File: src/rtl/dihedral_interval_vector_assert.svh
// Assertion macros for the dihedral interval vector block.
// Taken in by the top level; expects clk_i and rst_ni in scope.
`ifndef DIHEDRAL_INTERVAL_VECTOR_ASSERT_SVH
`define DIHEDRAL_INTERVAL_VECTOR_ASSERT_SVH

// same-cycle implication
`define DIV_ASSERT_NOW(lbl, ante, cons, msg) \
  lbl: assert property (@(posedge clk_i) disable iff (!rst_ni) (ante) |-> (cons)) \
    else $error(msg);

// next-cycle implication
`define DIV_ASSERT_NEXT(lbl, ante, cons, msg) \
  lbl: assert property (@(posedge clk_i) disable iff (!rst_ni) (ante) |=> (cons)) \
    else $error(msg);

`endif

File: src/rtl/div_pkg.sv
// Shared types and constants for the dihedral interval vector block.
// No dependencies.
package div_pkg;

  localparam int IN_W       = 32;
  localparam int IDX_W      = 5;
  localparam int CNT_W      = 7;
  localparam int GRP_W      = 5;
  localparam int GRP_SIZE   = 8;
  localparam int CFG_IDX_W  = 1;
  localparam int CFG_DATA_W = 6;

  localparam logic [CFG_IDX_W-1:0]  CFG_USE_RIGHT   = 1'b0;
  localparam logic [CFG_IDX_W-1:0]  CFG_GROUP_ORDER = 1'b1;
  localparam logic [CFG_DATA_W-1:0] ORDER_RESET     = 6'd12;

  typedef struct packed {
    logic load;
    logic shift;
    logic shift_up;
  } cell_ctrl_t;

  typedef struct packed {
    logic a;
    logic b;
    logic x;
    logic y;
  } cell_bits_t;

  typedef struct packed {
    logic x;
    logic y;
  } mov_t;

  typedef struct packed {
    logic             coset;
    logic [IDX_W-1:0] idx;
    logic             last;
  } tag_t;

endpackage

File: src/rtl/dihedral_interval_vector.sv
// Top level of the dihedral interval vector block.
// Uses div_pkg, div_cell, div_sum_tree and dihedral_interval_vector_assert.svh.
//
// Each accepted subset yields 2n results, one per cycle: rotation-coset entries
// 0..n-1, then reflection-coset entries 0..n-1, the last one with tlast set.
// The results (n = effective group order) are produced by the row of MAX_ORDER
// cells, which rotates its moving bits by one position per result; each result
// passes through the group-sum and count registers of the sum tree. A one-item
// input buffer takes the next subset while the current one is still streaming,
// so consecutive items follow without gaps. Output backpressure stalls the row.
`include "dihedral_interval_vector_assert.svh"

module dihedral_interval_vector #(
  parameter int MAX_ORDER = 32
) (
  input  logic                            clk_i,
  input  logic                            rst_ni,
  input  logic                            s_axis_tvalid,
  output logic                            s_axis_tready,
  input  logic [63:0]                     s_axis_tdata,  // rotation_mask, reflection_mask
  output logic                            m_axis_tvalid,
  input  logic                            m_axis_tready,
  output logic [15:0]                     m_axis_tdata,  // entry_index, pair_count
  output logic                            m_axis_tuser,  // coset_select
  output logic                            m_axis_tlast,
  input  logic                            cfg_valid_i,
  output logic                            cfg_ready_o,
  input  logic [div_pkg::CFG_IDX_W-1:0]   cfg_index_i,
  input  logic [div_pkg::CFG_DATA_W-1:0]  cfg_data_i
);

  localparam int M  = MAX_ORDER;
  localparam int IW = $clog2(M);
  localparam int NW = $clog2(M + 1);

  localparam logic PH_ROT = 1'b0;
  localparam logic PH_REF = 1'b1;

  // configuration
  logic                           use_right_q;
  logic [div_pkg::CFG_DATA_W-1:0] order_q;
  logic [NW-1:0]                  n_eff;
  logic [IW-1:0]                  nm1;
  logic [IW-1:0]                  sh;
  logic [M-1:0]                   mask_n;

  assign cfg_ready_o = 1'b1;

  always_ff @(posedge clk_i or negedge rst_ni) begin
    if (!rst_ni) begin
      use_right_q <= 1'b0;
      order_q     <= div_pkg::ORDER_RESET;
    end else if (cfg_valid_i) begin
      case (cfg_index_i)
        div_pkg::CFG_USE_RIGHT:   use_right_q <= cfg_data_i[0];
        div_pkg::CFG_GROUP_ORDER: order_q     <= cfg_data_i;
        default: ;
      endcase
    end
  end

  always_comb begin
    if (order_q == '0) begin
      n_eff = NW'(1);
    end else if (order_q > div_pkg::CFG_DATA_W'(M)) begin
      n_eff = NW'(M);
    end else begin
      n_eff = NW'(order_q);
    end
  end

  assign nm1    = IW'(n_eff - NW'(1));
  assign sh     = IW'(NW'(M) - n_eff);
  assign mask_n = {M{1'b1}} >> sh;

  // input buffer
  logic         buf_valid_q, buf_valid_d;
  logic [M-1:0] buf_r_q, buf_f_q;
  logic         in_acc, take_buf;

  assign s_axis_tready = !buf_valid_q;
  assign in_acc        = s_axis_tvalid && s_axis_tready;
  assign buf_valid_d   = (buf_valid_q && !take_buf) || in_acc;

  always_ff @(posedge clk_i or negedge rst_ni) begin
    if (!rst_ni) begin
      buf_valid_q <= 1'b0;
    end else begin
      buf_valid_q <= buf_valid_d;
    end
  end

  always_ff @(posedge clk_i) begin
    if (in_acc) begin
      buf_r_q <= s_axis_tdata[M-1:0] & mask_n;
      buf_f_q <= s_axis_tdata[div_pkg::IN_W +: M] & mask_n;
    end
  end

  // sequencer
  logic          busy_q, busy_d;
  logic          phase_q, phase_d;
  logic [IW-1:0] k_q, k_d;
  logic          adv, ld_rot, ld_ref, shift;
  logic [M-1:0]  cur_r_q, cur_f_q;
  logic          tree_valid;

  assign adv = !tree_valid || m_axis_tready;

  always_comb begin
    busy_d   = busy_q;
    phase_d  = phase_q;
    k_d      = k_q;
    ld_rot   = 1'b0;
    ld_ref   = 1'b0;
    shift    = 1'b0;
    take_buf = 1'b0;
    if (adv) begin
      if (busy_q) begin
        if (k_q == nm1) begin
          k_d = '0;
          if (phase_q == PH_ROT) begin
            ld_ref  = 1'b1;
            phase_d = PH_REF;
          end else if (buf_valid_q) begin
            ld_rot   = 1'b1;
            take_buf = 1'b1;
            phase_d  = PH_ROT;
          end else begin
            busy_d = 1'b0;
          end
        end else begin
          shift = 1'b1;
          k_d   = k_q + IW'(1);
        end
      end else if (buf_valid_q) begin
        ld_rot   = 1'b1;
        take_buf = 1'b1;
        busy_d   = 1'b1;
        phase_d  = PH_ROT;
        k_d      = '0;
      end
    end
  end

  always_ff @(posedge clk_i or negedge rst_ni) begin
    if (!rst_ni) begin
      busy_q  <= 1'b0;
      phase_q <= PH_ROT;
      k_q     <= '0;
    end else begin
      busy_q  <= busy_d;
      phase_q <= phase_d;
      k_q     <= k_d;
    end
  end

  always_ff @(posedge clk_i) begin
    if (ld_rot) begin
      cur_r_q <= buf_r_q;
      cur_f_q <= buf_f_q;
    end
  end

  // index-reversed rotation mask: rev[i] = R[(n - i) mod n]
  logic [M-1:0] brev, rev_r;

  always_comb begin
    for (int i = 0; i < M; i++) begin
      brev[i] = cur_r_q[M-1-i];
    end
  end

  assign rev_r = (((brev >> sh) << 1) | M'(cur_r_q[0])) & mask_n;

  // cell row
  div_pkg::cell_ctrl_t ctrl;
  div_pkg::mov_t       mov [M];
  div_pkg::mov_t       mov_top;
  logic [M-1:0][1:0]   cell_val;

  assign ctrl.load     = ld_rot || ld_ref;
  assign ctrl.shift    = shift;
  assign ctrl.shift_up = !((phase_q == PH_REF) && !use_right_q);
  assign mov_top       = mov[nm1];

  for (genvar j = 0; j < M; j++) begin : g_cell
    localparam int UP = (j == M - 1) ? 0 : j + 1;
    localparam int DN = (j == 0) ? 0 : j - 1;
    div_pkg::cell_bits_t ld;
    div_pkg::mov_t       up_src, dn_src;

    always_comb begin
      if (ld_rot) begin
        ld.a = buf_r_q[j];
        ld.b = buf_f_q[j];
        ld.x = buf_r_q[j];
        ld.y = buf_f_q[j];
      end else if (use_right_q) begin
        ld.a = cur_r_q[j];
        ld.b = cur_r_q[j];
        ld.x = cur_f_q[j];
        ld.y = cur_f_q[j];
      end else begin
        ld.a = cur_f_q[j];
        ld.b = cur_f_q[j];
        ld.x = rev_r[j];
        ld.y = rev_r[j];
      end
    end

    assign up_src = (IW'(j) == nm1) ? mov[0] : mov[UP];
    assign dn_src = (j == 0) ? mov_top : mov[DN];

    div_cell u_cell (
      .clk_i  (clk_i),
      .ctrl_i (ctrl),
      .load_i (ld),
      .up_i   (up_src),
      .dn_i   (dn_src),
      .mov_o  (mov[j]),
      .val_o  (cell_val[j])
    );
  end

  // sum and output
  div_pkg::tag_t             tag_in, tag_out;
  logic [div_pkg::CNT_W-1:0] count;

  assign tag_in.coset = phase_q;
  assign tag_in.idx   = div_pkg::IDX_W'(k_q);
  assign tag_in.last  = (phase_q == PH_REF) && (k_q == nm1);

  div_sum_tree #(
    .M (M)
  ) u_sum (
    .clk_i   (clk_i),
    .rst_ni  (rst_ni),
    .en_i    (adv),
    .valid_i (busy_q),
    .tag_i   (tag_in),
    .val_i   (cell_val),
    .valid_o (tree_valid),
    .tag_o   (tag_out),
    .count_o (count)
  );

  assign m_axis_tvalid = tree_valid;
  assign m_axis_tdata  = {4'b0000, count, tag_out.idx};
  assign m_axis_tuser  = tag_out.coset;
  assign m_axis_tlast  = tag_out.last;

  logic [div_pkg::CNT_W-1:0] twice_n;
  assign twice_n = div_pkg::CNT_W'({n_eff, 1'b0});

  `DIV_ASSERT_NOW(a_last_at_end, m_axis_tvalid && m_axis_tlast, m_axis_tuser && (m_axis_tdata[4:0] == div_pkg::IDX_W'(nm1)), "last item not on final reflection entry")
  `DIV_ASSERT_NOW(a_count_bound, m_axis_tvalid, count <= twice_n, "pair count above 2n")
  `DIV_ASSERT_NOW(a_ref_even, m_axis_tvalid && m_axis_tuser, !count[0], "odd reflection-coset count")
  `DIV_ASSERT_NEXT(a_step_bound, busy_q, !busy_q || (k_q <= nm1), "entry counter past n-1")

endmodule

File: src/rtl/div_cell.sv
// One cell of the correlation row: two fixed bits, two moving bits.
// Uses div_pkg for control and data structs.
module div_cell (
  input  logic                   clk_i,
  input  div_pkg::cell_ctrl_t    ctrl_i,
  input  div_pkg::cell_bits_t    load_i,
  input  div_pkg::mov_t          up_i,
  input  div_pkg::mov_t          dn_i,
  output div_pkg::mov_t          mov_o,
  output logic [1:0]             val_o
);

  logic a_q, b_q, x_q, y_q;
  logic a_d, b_d, x_d, y_d;

  always_comb begin
    a_d = a_q;
    b_d = b_q;
    x_d = x_q;
    y_d = y_q;
    if (ctrl_i.load) begin
      a_d = load_i.a;
      b_d = load_i.b;
      x_d = load_i.x;
      y_d = load_i.y;
    end else if (ctrl_i.shift) begin
      x_d = ctrl_i.shift_up ? up_i.x : dn_i.x;
      y_d = ctrl_i.shift_up ? up_i.y : dn_i.y;
    end
  end

  always_ff @(posedge clk_i) begin
    a_q <= a_d;
    b_q <= b_d;
    x_q <= x_d;
    y_q <= y_d;
  end

  assign mov_o.x = x_q;
  assign mov_o.y = y_q;
  assign val_o   = {1'b0, a_q & x_q} + {1'b0, b_q & y_q};

endmodule

File: src/rtl/div_sum_tree.sv
// Two-stage registered sum of the cell products, carrying the result tag.
// Uses div_pkg for tag type and widths.
module div_sum_tree #(
  parameter int M = 32
) (
  input  logic                       clk_i,
  input  logic                       rst_ni,
  input  logic                       en_i,
  input  logic                       valid_i,
  input  div_pkg::tag_t              tag_i,
  input  logic [M-1:0][1:0]          val_i,
  output logic                       valid_o,
  output div_pkg::tag_t              tag_o,
  output logic [div_pkg::CNT_W-1:0]  count_o
);

  localparam int G = (M + div_pkg::GRP_SIZE - 1) / div_pkg::GRP_SIZE;

  logic [G-1:0][div_pkg::GRP_W-1:0] grp_d, grp_q;
  logic                             a_valid_q, b_valid_q;
  div_pkg::tag_t                    a_tag_q, b_tag_q;
  logic [div_pkg::CNT_W-1:0]        count_d, count_q;

  always_comb begin
    for (int g = 0; g < G; g++) begin
      grp_d[g] = '0;
      for (int e = 0; e < div_pkg::GRP_SIZE; e++) begin
        if (g * div_pkg::GRP_SIZE + e < M) begin
          grp_d[g] = grp_d[g] + div_pkg::GRP_W'(val_i[g * div_pkg::GRP_SIZE + e]);
        end
      end
    end
  end

  always_comb begin
    count_d = '0;
    for (int g = 0; g < G; g++) begin
      count_d = count_d + div_pkg::CNT_W'(grp_q[g]);
    end
  end

  always_ff @(posedge clk_i or negedge rst_ni) begin
    if (!rst_ni) begin
      a_valid_q <= 1'b0;
      b_valid_q <= 1'b0;
    end else if (en_i) begin
      a_valid_q <= valid_i;
      b_valid_q <= a_valid_q;
    end
  end

  always_ff @(posedge clk_i) begin
    if (en_i) begin
      grp_q   <= grp_d;
      a_tag_q <= tag_i;
      count_q <= count_d;
      b_tag_q <= a_tag_q;
    end
  end

  assign valid_o = b_valid_q;
  assign tag_o   = b_tag_q;
  assign count_o = count_q;

endmodule

File: config.mk
export PLATFORM = sky130hd
export DESIGN_NAME = dihedral_interval_vector
export DESIGN_NICKNAME = d
export VERILOG_FILES = /design/src/rtl/div_pkg.sv /design/src/rtl/dihedral_interval_vector.sv /design/src/rtl/div_cell.sv /design/src/rtl/div_sum_tree.sv
export VERILOG_INCLUDE_DIRS = /design/src /design/src/rtl
export SDC_FILE = /design/constraint.sdc
export NUM_CORES = 1
export LEC_CHECK = 0
export ABC_AREA = 1
export BUFFER_PORTS_ARGS = -buffer_cell sky130_fd_sc_hd__buf_2
export CORE_ASPECT_RATIO = 2
export CORE_MARGIN = 10
export CORE_UTILIZATION = 45
export DETAILED_ROUTE_END_ITERATION = 10
export RECOVER_POWER = 25
export SLEW_MARGIN = 20
export SYNTH_ARGS = -nofsm -noshare
export SYNTH_HDL_FRONTEND = slang
export SYNTH_SLANG_ARGS = --single-unit
File: constraint.sdc
create_clock -name clk_i -period 9.2 [get_ports clk_i]
set_input_delay 0.92 -clock clk_i [delete_from_list [all_inputs] [get_ports clk_i]]
set_output_delay 0.92 -clock clk_i [all_outputs]
set_load 0.02 [all_outputs]
# Yosys cells after proc, flatten, opt, wreduce, memory -nomap -nowiden

Index checks and enable logic that the tools add are counted.

Add/subtract/negate cells: 66
$lt $le $gt $ge: 2
Equality and inequality tests: 33
Shift operators: 2
Mux-type cells: 315
Bitwise gates (word level): 70
Reduce and logical (&&, ||, !) cells: 20

Operators by type and width:

| cell                                                                 | count |
|---|---|
| 4-bit two-way mux                                                    | 64 |
| 1-bit two-way mux                                                    | 212 |
| 5-bit by 2-bit adder with 5-bit output                               | 24 |
| 32-bit bitwise AND                                                   | 3 |
| 5-bit equality test, first input constant                            | 15 |
| 2-bit two-way mux                                                    | 33 |
| 1-bit by 1-bit adder with 2-bit output                               | 32 |
| 1-bit bitwise AND                                                    | 64 |
| 4-bit by 5-bit equality test with 1-bit output, first input constant | 8 |
| 32-bit by 1-bit bitwise OR with 32-bit output                        | 1 |
| 32-bit by 5-bit right shift with 31-bit output                       | 1 |
| 32-bit by 5-bit right shift with 32-bit output, first input constant | 1 |
| 5-bit two-way mux                                                    | 5 |
| 3-bit by 5-bit equality test with 1-bit output, first input constant | 4 |
| 7-bit by 5-bit adder with 7-bit output                               | 2 |
| 2-bit by 2-bit adder with 3-bit output                               | 4 |
| 2-bit binary-select mux with 5-bit select                            | 1 |
| 2-bit by 5-bit equality test with 1-bit output, first input constant | 2 |
| 2-bit AND reduction                                                  | 4 |
| 5-bit by 5-bit adder with 6-bit output                               | 1 |
| 6-bit >= comparator, second input constant                           | 1 |
| 6-bit greater-than comparator, second input constant                 | 1 |
| 6-bit zero test                                                      | 1 |
| 5-bit NOT with 6-bit output                                          | 1 |
| 14 further kinds                                                     | 23 |

Register bits: 314
Bits of input ports: 76
Output and inout bits: 21
Logic and storage cells: 659

# Depth between registers and ports, before layout

Word-level depth: 11
Gate-level depth with buffers: 24

# By module

From an unflattened synthesis, not the netlist that was laid out.

Cell total of the unflattened synthesis: 2702
Area total of the unflattened synthesis: 21084.0 um2

Modules (own cells, without submodules):

| module                   | instances | cells an instance | area each (um2) | seq. area each (um2) |
|---|---|---|---|---|
| dihedral_interval_vector | 1         | 1538              | 10395.0         | 4221.5 |
| div_cell                 | 32        | 28                | 231.5           | 120.1 |
| div_sum_tree             | 1         | 268               | 3281.9          | 1281.2 |

# Worst setup path before layout

Ideal clock, no wire load.

Kind: register to register
From: register order_q[2] (netlist name)
To: register g_cell[10].u_cell.x_q, enable pin
Library setup time: 422 ps
Arrival time: 4645 ps
Required time: 8778 ps
Path slack: 4133 ps
Cell stages (with the launch flop): 23
Clock period less this slack: 5067 ps
Cells stage by stage: dfstp_2 nor2_1 nand3_2 nand2_2 inv_1 clkbuf_1 ha_1 inv_1 ha_1 buf_2 inv_2 nand2_1 a21oi_1 nand3_1 a21oi_1 nand3_1 nand2_2 nand3_2 nand2_1 inv_2 buf_6 buf_4 nand2_1

Word-level cells in the longest chain between the ends: 10
Elaborated cells between the ends (all ways): 17

Ends and longest elaborated chain:

| what                                          | RTL line                        | source |
|---|---|---|
| start: declaration                            | dihedral_interval_vector.sv:41  | `logic [div_pkg::CFG_DATA_W-1:0] order_q;` |
| start signal: assignment                      | dihedral_interval_vector.sv:52  | `order_q <= div_pkg::ORDER_RESET;` |
| start signal: assignment                      | dihedral_interval_vector.sv:56  | `div_pkg::CFG_GROUP_ORDER: order_q <= cfg_data_i;` |
| 6-bit greater-than comparator                 | dihedral_interval_vector.sv:65  | `end else if (order_q > div_pkg::CFG_DATA_W'(M)) begin` |
| 5-bit two-way mux                             | dihedral_interval_vector.sv:65  |  |
| 5-bit two-way mux *                           | dihedral_interval_vector.sv:63  | `if (order_q == '0) begin` |
| 5-bit by 1-bit subtractor with 5-bit output * | dihedral_interval_vector.sv:72  | `assign nm1 = IW'(n_eff - NW'(1));` |
| 5-bit equality test *                         | dihedral_interval_vector.sv:120 | `if (k_q == nm1) begin` |
| 1-bit two-way mux                             | dihedral_interval_vector.sv:120 |  |
| 1-bit two-way mux                             | dihedral_interval_vector.sv:119 | `if (busy_q) begin` |
| 1-bit two-way mux                             | dihedral_interval_vector.sv:118 | `if (adv) begin` |
| 1-bit logical OR                              | dihedral_interval_vector.sv:182 | `assign ctrl.load = ld_rot \|\| ld_ref;` |
| 2-bit nonzero test (no source line) *         | n/a                             |  |
| end signal: assignment                        | div_cell.sv:35                  | `x_q <= x_d;` |
| end: declaration                              | div_cell.sv:13                  | `logic a_q, b_q, x_q, y_q;` |

Every way passes the cells marked *; elsewhere a longest branch is shown, timed or not.
A chain may end at the register's enable or synchronous reset.

# Worst setup path in the final report

From: register order_q[2] (netlist name)
To: register g_cell[2].u_cell.y_q, enable pin

Word-level cells in the longest chain between the ends: 10
Elaborated cells between the ends (all ways): 17

Ends and longest elaborated chain:

| what                                          | RTL line                        | source |
|---|---|---|
| 6-bit greater-than comparator                 | dihedral_interval_vector.sv:65  |  |
| 5-bit two-way mux                             | dihedral_interval_vector.sv:65  |  |
| 5-bit two-way mux *                           | dihedral_interval_vector.sv:63  |  |
| 5-bit by 1-bit subtractor with 5-bit output * | dihedral_interval_vector.sv:72  |  |
| 5-bit equality test *                         | dihedral_interval_vector.sv:120 |  |
| 1-bit two-way mux                             | dihedral_interval_vector.sv:120 |  |
| 1-bit two-way mux                             | dihedral_interval_vector.sv:119 |  |
| 1-bit two-way mux                             | dihedral_interval_vector.sv:118 |  |
| 1-bit logical OR                              | dihedral_interval_vector.sv:182 |  |
| 2-bit nonzero test (no source line) *         | n/a                             |  |
| end signal: assignment                        | div_cell.sv:36                  | `y_q <= y_d;` |
| end: declaration                              | div_cell.sv:13                  |  |

Marked as above.

==> impl_results.md <==
* Status: finished with violations
* Failing checks: capacitance limit, slew limit
* Critical path required time at 9.42 ns
* Largest net degree at the start of global routing at 77
* Setup TNS at 0 ns
* Initial detailed-routing violation count at around 1900
* Clock skew at 0.0195 ns
* Reg-to-Reg End: g_cell[2].u_cell.y_q
* TritonCTS clock tree: yes
* CTS Sinks at 314
* Area of the core at approximately 44000 um2
* Initial antenna violation count at 0
* Wire per inst at 23.0 um
* First-pass DRT Iterations at 7
* WL final at 70600 um
* GRT Resource Usage Total at 0.259
* Vias in the first global route at 17154
* Worst hold path class: flop to flop
* Final period demand of the worst path at 6.94 ns
* Synth top area cells: edfxtp_1, nand2_1, nand3_1, inv_1, fa_1
* Flop-to-flop setup slack at between 2 and 2.5 ns
* Final Cycle Share at 0.754
* Post-CTS Resized at 0
* Fmax at 144 MHz
* Maximum capacitance violations at 2
* Grt total ovfl at 0
* Worst setup path start: order_q[2]
* Port buffer count at 91
* Power Density at 458 nW/um2
* Root buf cell: clkbuf_16
* Cells after Synth at 2460
* First-pass GRT wire length at 104000 um
* Worst hold path depth at 0
* Share of layout cells above drive strength 1 at 0.0740
* Crit Reg-Reg Startpoint: order_q[2]
* Count of final max-slew check failures at 110
* Initial core utilization at 0.457
* Mapped Avg Cell Area at 8.08 um2
* Maximum VDD drop at about 0.27 mV
* Peak fanout along the critical path at 53
* Hold WS at about 0.42 ns
* Inserted Clock Buffers at 29
* Seq cells post-synth at 314
* Tightest Pin Transition at 3.58 ns
* Post-route cell area at 21600 um2
* Chip height at 317 um
* Type of origin of the critical path: flop
* Synth Cell Area at 19900 um2
* Cts hold-fix bufs at 0
* Crit path kind: flop to flop
* Inserted Diodes at 0
* Row count at 108
* Yosys cell types at 39
* Drc violations at 0
* H-Tree Depth at 1
* Yosys top cell area share at 0.448
* IO Pins at 97
* Placer Congestion at about 1
* Hold Vio Cnt, Final at 0
* Max_slew headroom at -1.39
* Vias per cell at approximately 5.6
* Die area at 53500 um2
* Area post-placement at 20700 um2
* Arr. time, crit path at approximately 7.2 ns
* Nets@finish at 2674
* Layout Utilization at 0.496
* Clk buf depth at 3
* Layout area overhead at 8.58%
* Post-synthesis sequential area ratio at 0.470
* Lkg Pwr at 10.3 nW
* Leading area contributor after synthesis: edfxtp_1
* WHS Endpoint: u_sum.tag_o[5]
* CTS clk-pin slew, worst paths at 0.06 ns
* Syn. warnings at 0
* Setup Buffers After CTS at 0
* Antenna viol nets, final at 0
* Min-delay src: u_sum.a_tag_q[5]
* RSZ-0062 raised after global routing: no
* DR vias at between 15000 and 20000
* Final setup fails at 0
* Clock network latency to the later pin of the worst-skew pair at 0.60 ns
* CP endpoint kind: flop
* Dpl hpwl at 52800 um
* Reg2Reg Depth at 23
* Die Wd at around 170 um
==> layout by cell type (no fill, tap or decap), types with 4 or more instances in the layout <==
| cell type | n |
|---|---|
| a21oi_1 | 29 |
| buf_2 | 89 |
| buf_4 | 23 |
| clkbuf_1 | 10 |
| clkbuf_16 | 29 |
| clkinv_1 | 8 |
| clkinv_2 | 4 |
| conb_1 | 5 |
| dfrtp_1 | 15 |
| edfxtp_1 | 297 |
| fa_1 | 51 |
| ha_1 | 53 |
| inv_1 | 332 |
| inv_2 | 7 |
| nand2_1 | 864 |
| nand2_2 | 9 |
| nand3_1 | 312 |
| nand4_1 | 12 |
| nor2_1 | 127 |
| nor2_2 | 4 |
| o211ai_1 | 51 |
| o21ai_0 | 123 |
| o21bai_1 | 5 |
| o22ai_1 | 4 |
| xnor2_1 | 7 |
| xor2_1 | 11 |
==> worst max-delay path by stage <==
| stage | end | slack, ns | cells after the start |
|---|---|---|---|
| 2_1_floorplan | g_cell[10].u_cell.x_q | 4.13 | 22 |
| 3_3_place_gp | g_cell[2].u_cell.x_q | 2.50 | 23 |
| 3_5_place_dp | g_cell[8].u_cell.x_q | 2.36 | 23 |
| 4_1_cts | g_cell[1].u_cell.x_q | 2.32 | 23 |
| 5_1_grt | g_cell[4].u_cell.x_q | 1.91 | 23 |
| 6_report | g_cell[2].u_cell.y_q | 2.26 | 23 |
==> final cells by class <==
class | instances | area (um2)
clock buffers | 37 | 766
clock inverters | 16 | 164
fillers | 4344 | 21900
inverters | 341 | 1280
multi-input cells | 1692 | 8720
flip-flops and latches | 314 | 9350
well taps | 550 | 688
repair buffers | 115 | 629
==> routing by layer <==
metal,part of all wire,track usage,vias to the layer above
met2,0.50,0.462,818
li1,-,-,7998
met4,0.078,0.174,0
met5,0,0,-
met1,0.35,0.278,8066
met3,0.071,0.0371,237
==> cell families (layout without fill, tap and decap cells) <==
logic type	Yosys count	after routing	synth area share
AO/OA/AOI/OAI	218	218	0.0628
XOR/XNOR	18	18	0.00793
adder cells (fa/ha/maj)	105	105	0.0853
buffers and inverters	457	509	0.0932
flip-flops	314	314	0.470
multiplexers	3	3	0.00170
other	2	5	0.000378
AND/OR/NAND/NOR	1343	1343	0.279
==> state kept, by name, indices dropped and copies added, names as in the netlist, 5 cells and up <==
signal             flops
u_sum.count_o          7
k_q                    5
g_cell.u_cell.a_q     32
buf_f_q               32
buf_r_q               32
g_cell.u_cell.y_q     32
u_sum.tag_o            7
cur_f_q               32
u_sum.grp_q           20
cur_r_q               32
order_q                6
g_cell.u_cell.x_q     32
u_sum.a_tag_q          7
g_cell.u_cell.b_q     32
==> critical path, cell delays in order, from the launching register on <==
cell and delay [ns]:
dfstp_2 0.56, nor2_1 0.07, nand3_2 0.07, buf_4 0.45
nand2_2 0.30, inv_1 0.11, buf_4 0.37, ha_1 0.31
inv_1 0.07, ha_2 0.29, inv_2 0.60, nand2_1 0.12
a21oi_1 0.16, nand3_1 0.09, a21oi_1 0.19, nand3_1 0.16
nand2_2 0.12, nand3_2 0.07, buf_4 0.26, buf_4 0.36
nand2_4 0.50, inv_2 0.08, nand2_2 0.56, buf_4 0.58
==> power by group <==
| part | leakage [nW] | internal (mW) | switching, mW |
|---|---|---|---|
| Clock | 0.452 | 0.673 | 0.558 |
| Sequential | 3.05 | 2.59 | 0.348 |
| Combinational | 6.80 | 1.90 | 3.82 |
==> synthesized netlist by cell type <==
cell,n
nand2_1,866
inv_1,332
nand3_1,312
edfxtp_1,297
nor2_1,128
o21ai_0,123
ha_1,54
clkbuf_1,51
fa_1,51
o211ai_1,51
a21oi_1,29
buf_2,24
buf_4,21
buf_1,16
dfrtp_1,15
nand4_1,12
xor2_1,11
nand2_2,8
inv_2,7
xnor2_1,7
o21bai_1,5
buf_6,4
nor2_2,4
o22ai_1,4
a31oi_1,3
mux2_2,3
nor3_1,3
and2_1,2
clkinv_1,2
conb_1,2
dfstp_2,2
nand3_2,2
nor2_4,2
nor3b_1,2
a211oi_1,1
a21o_1,1
nand3b_1,1
o21ai_2,1
or2_2,1
==> through the flow <==
stage / power, mW / setup WS (ns) / cells
2_1_floorplan: 6.66 / 4.13 / 2463
3_3_place_gp: 8.46 / 2.50 / 3012
3_5_place_dp: 8.68 / 2.36 / 3012
4_1_cts: 9.92 / 2.32 / 3065
5_1_grt: 10.7 / 1.91 / 3065
6_report: 9.88 / 2.26 / 3065
No activity file was read; power rests on OpenSTA's default activity.
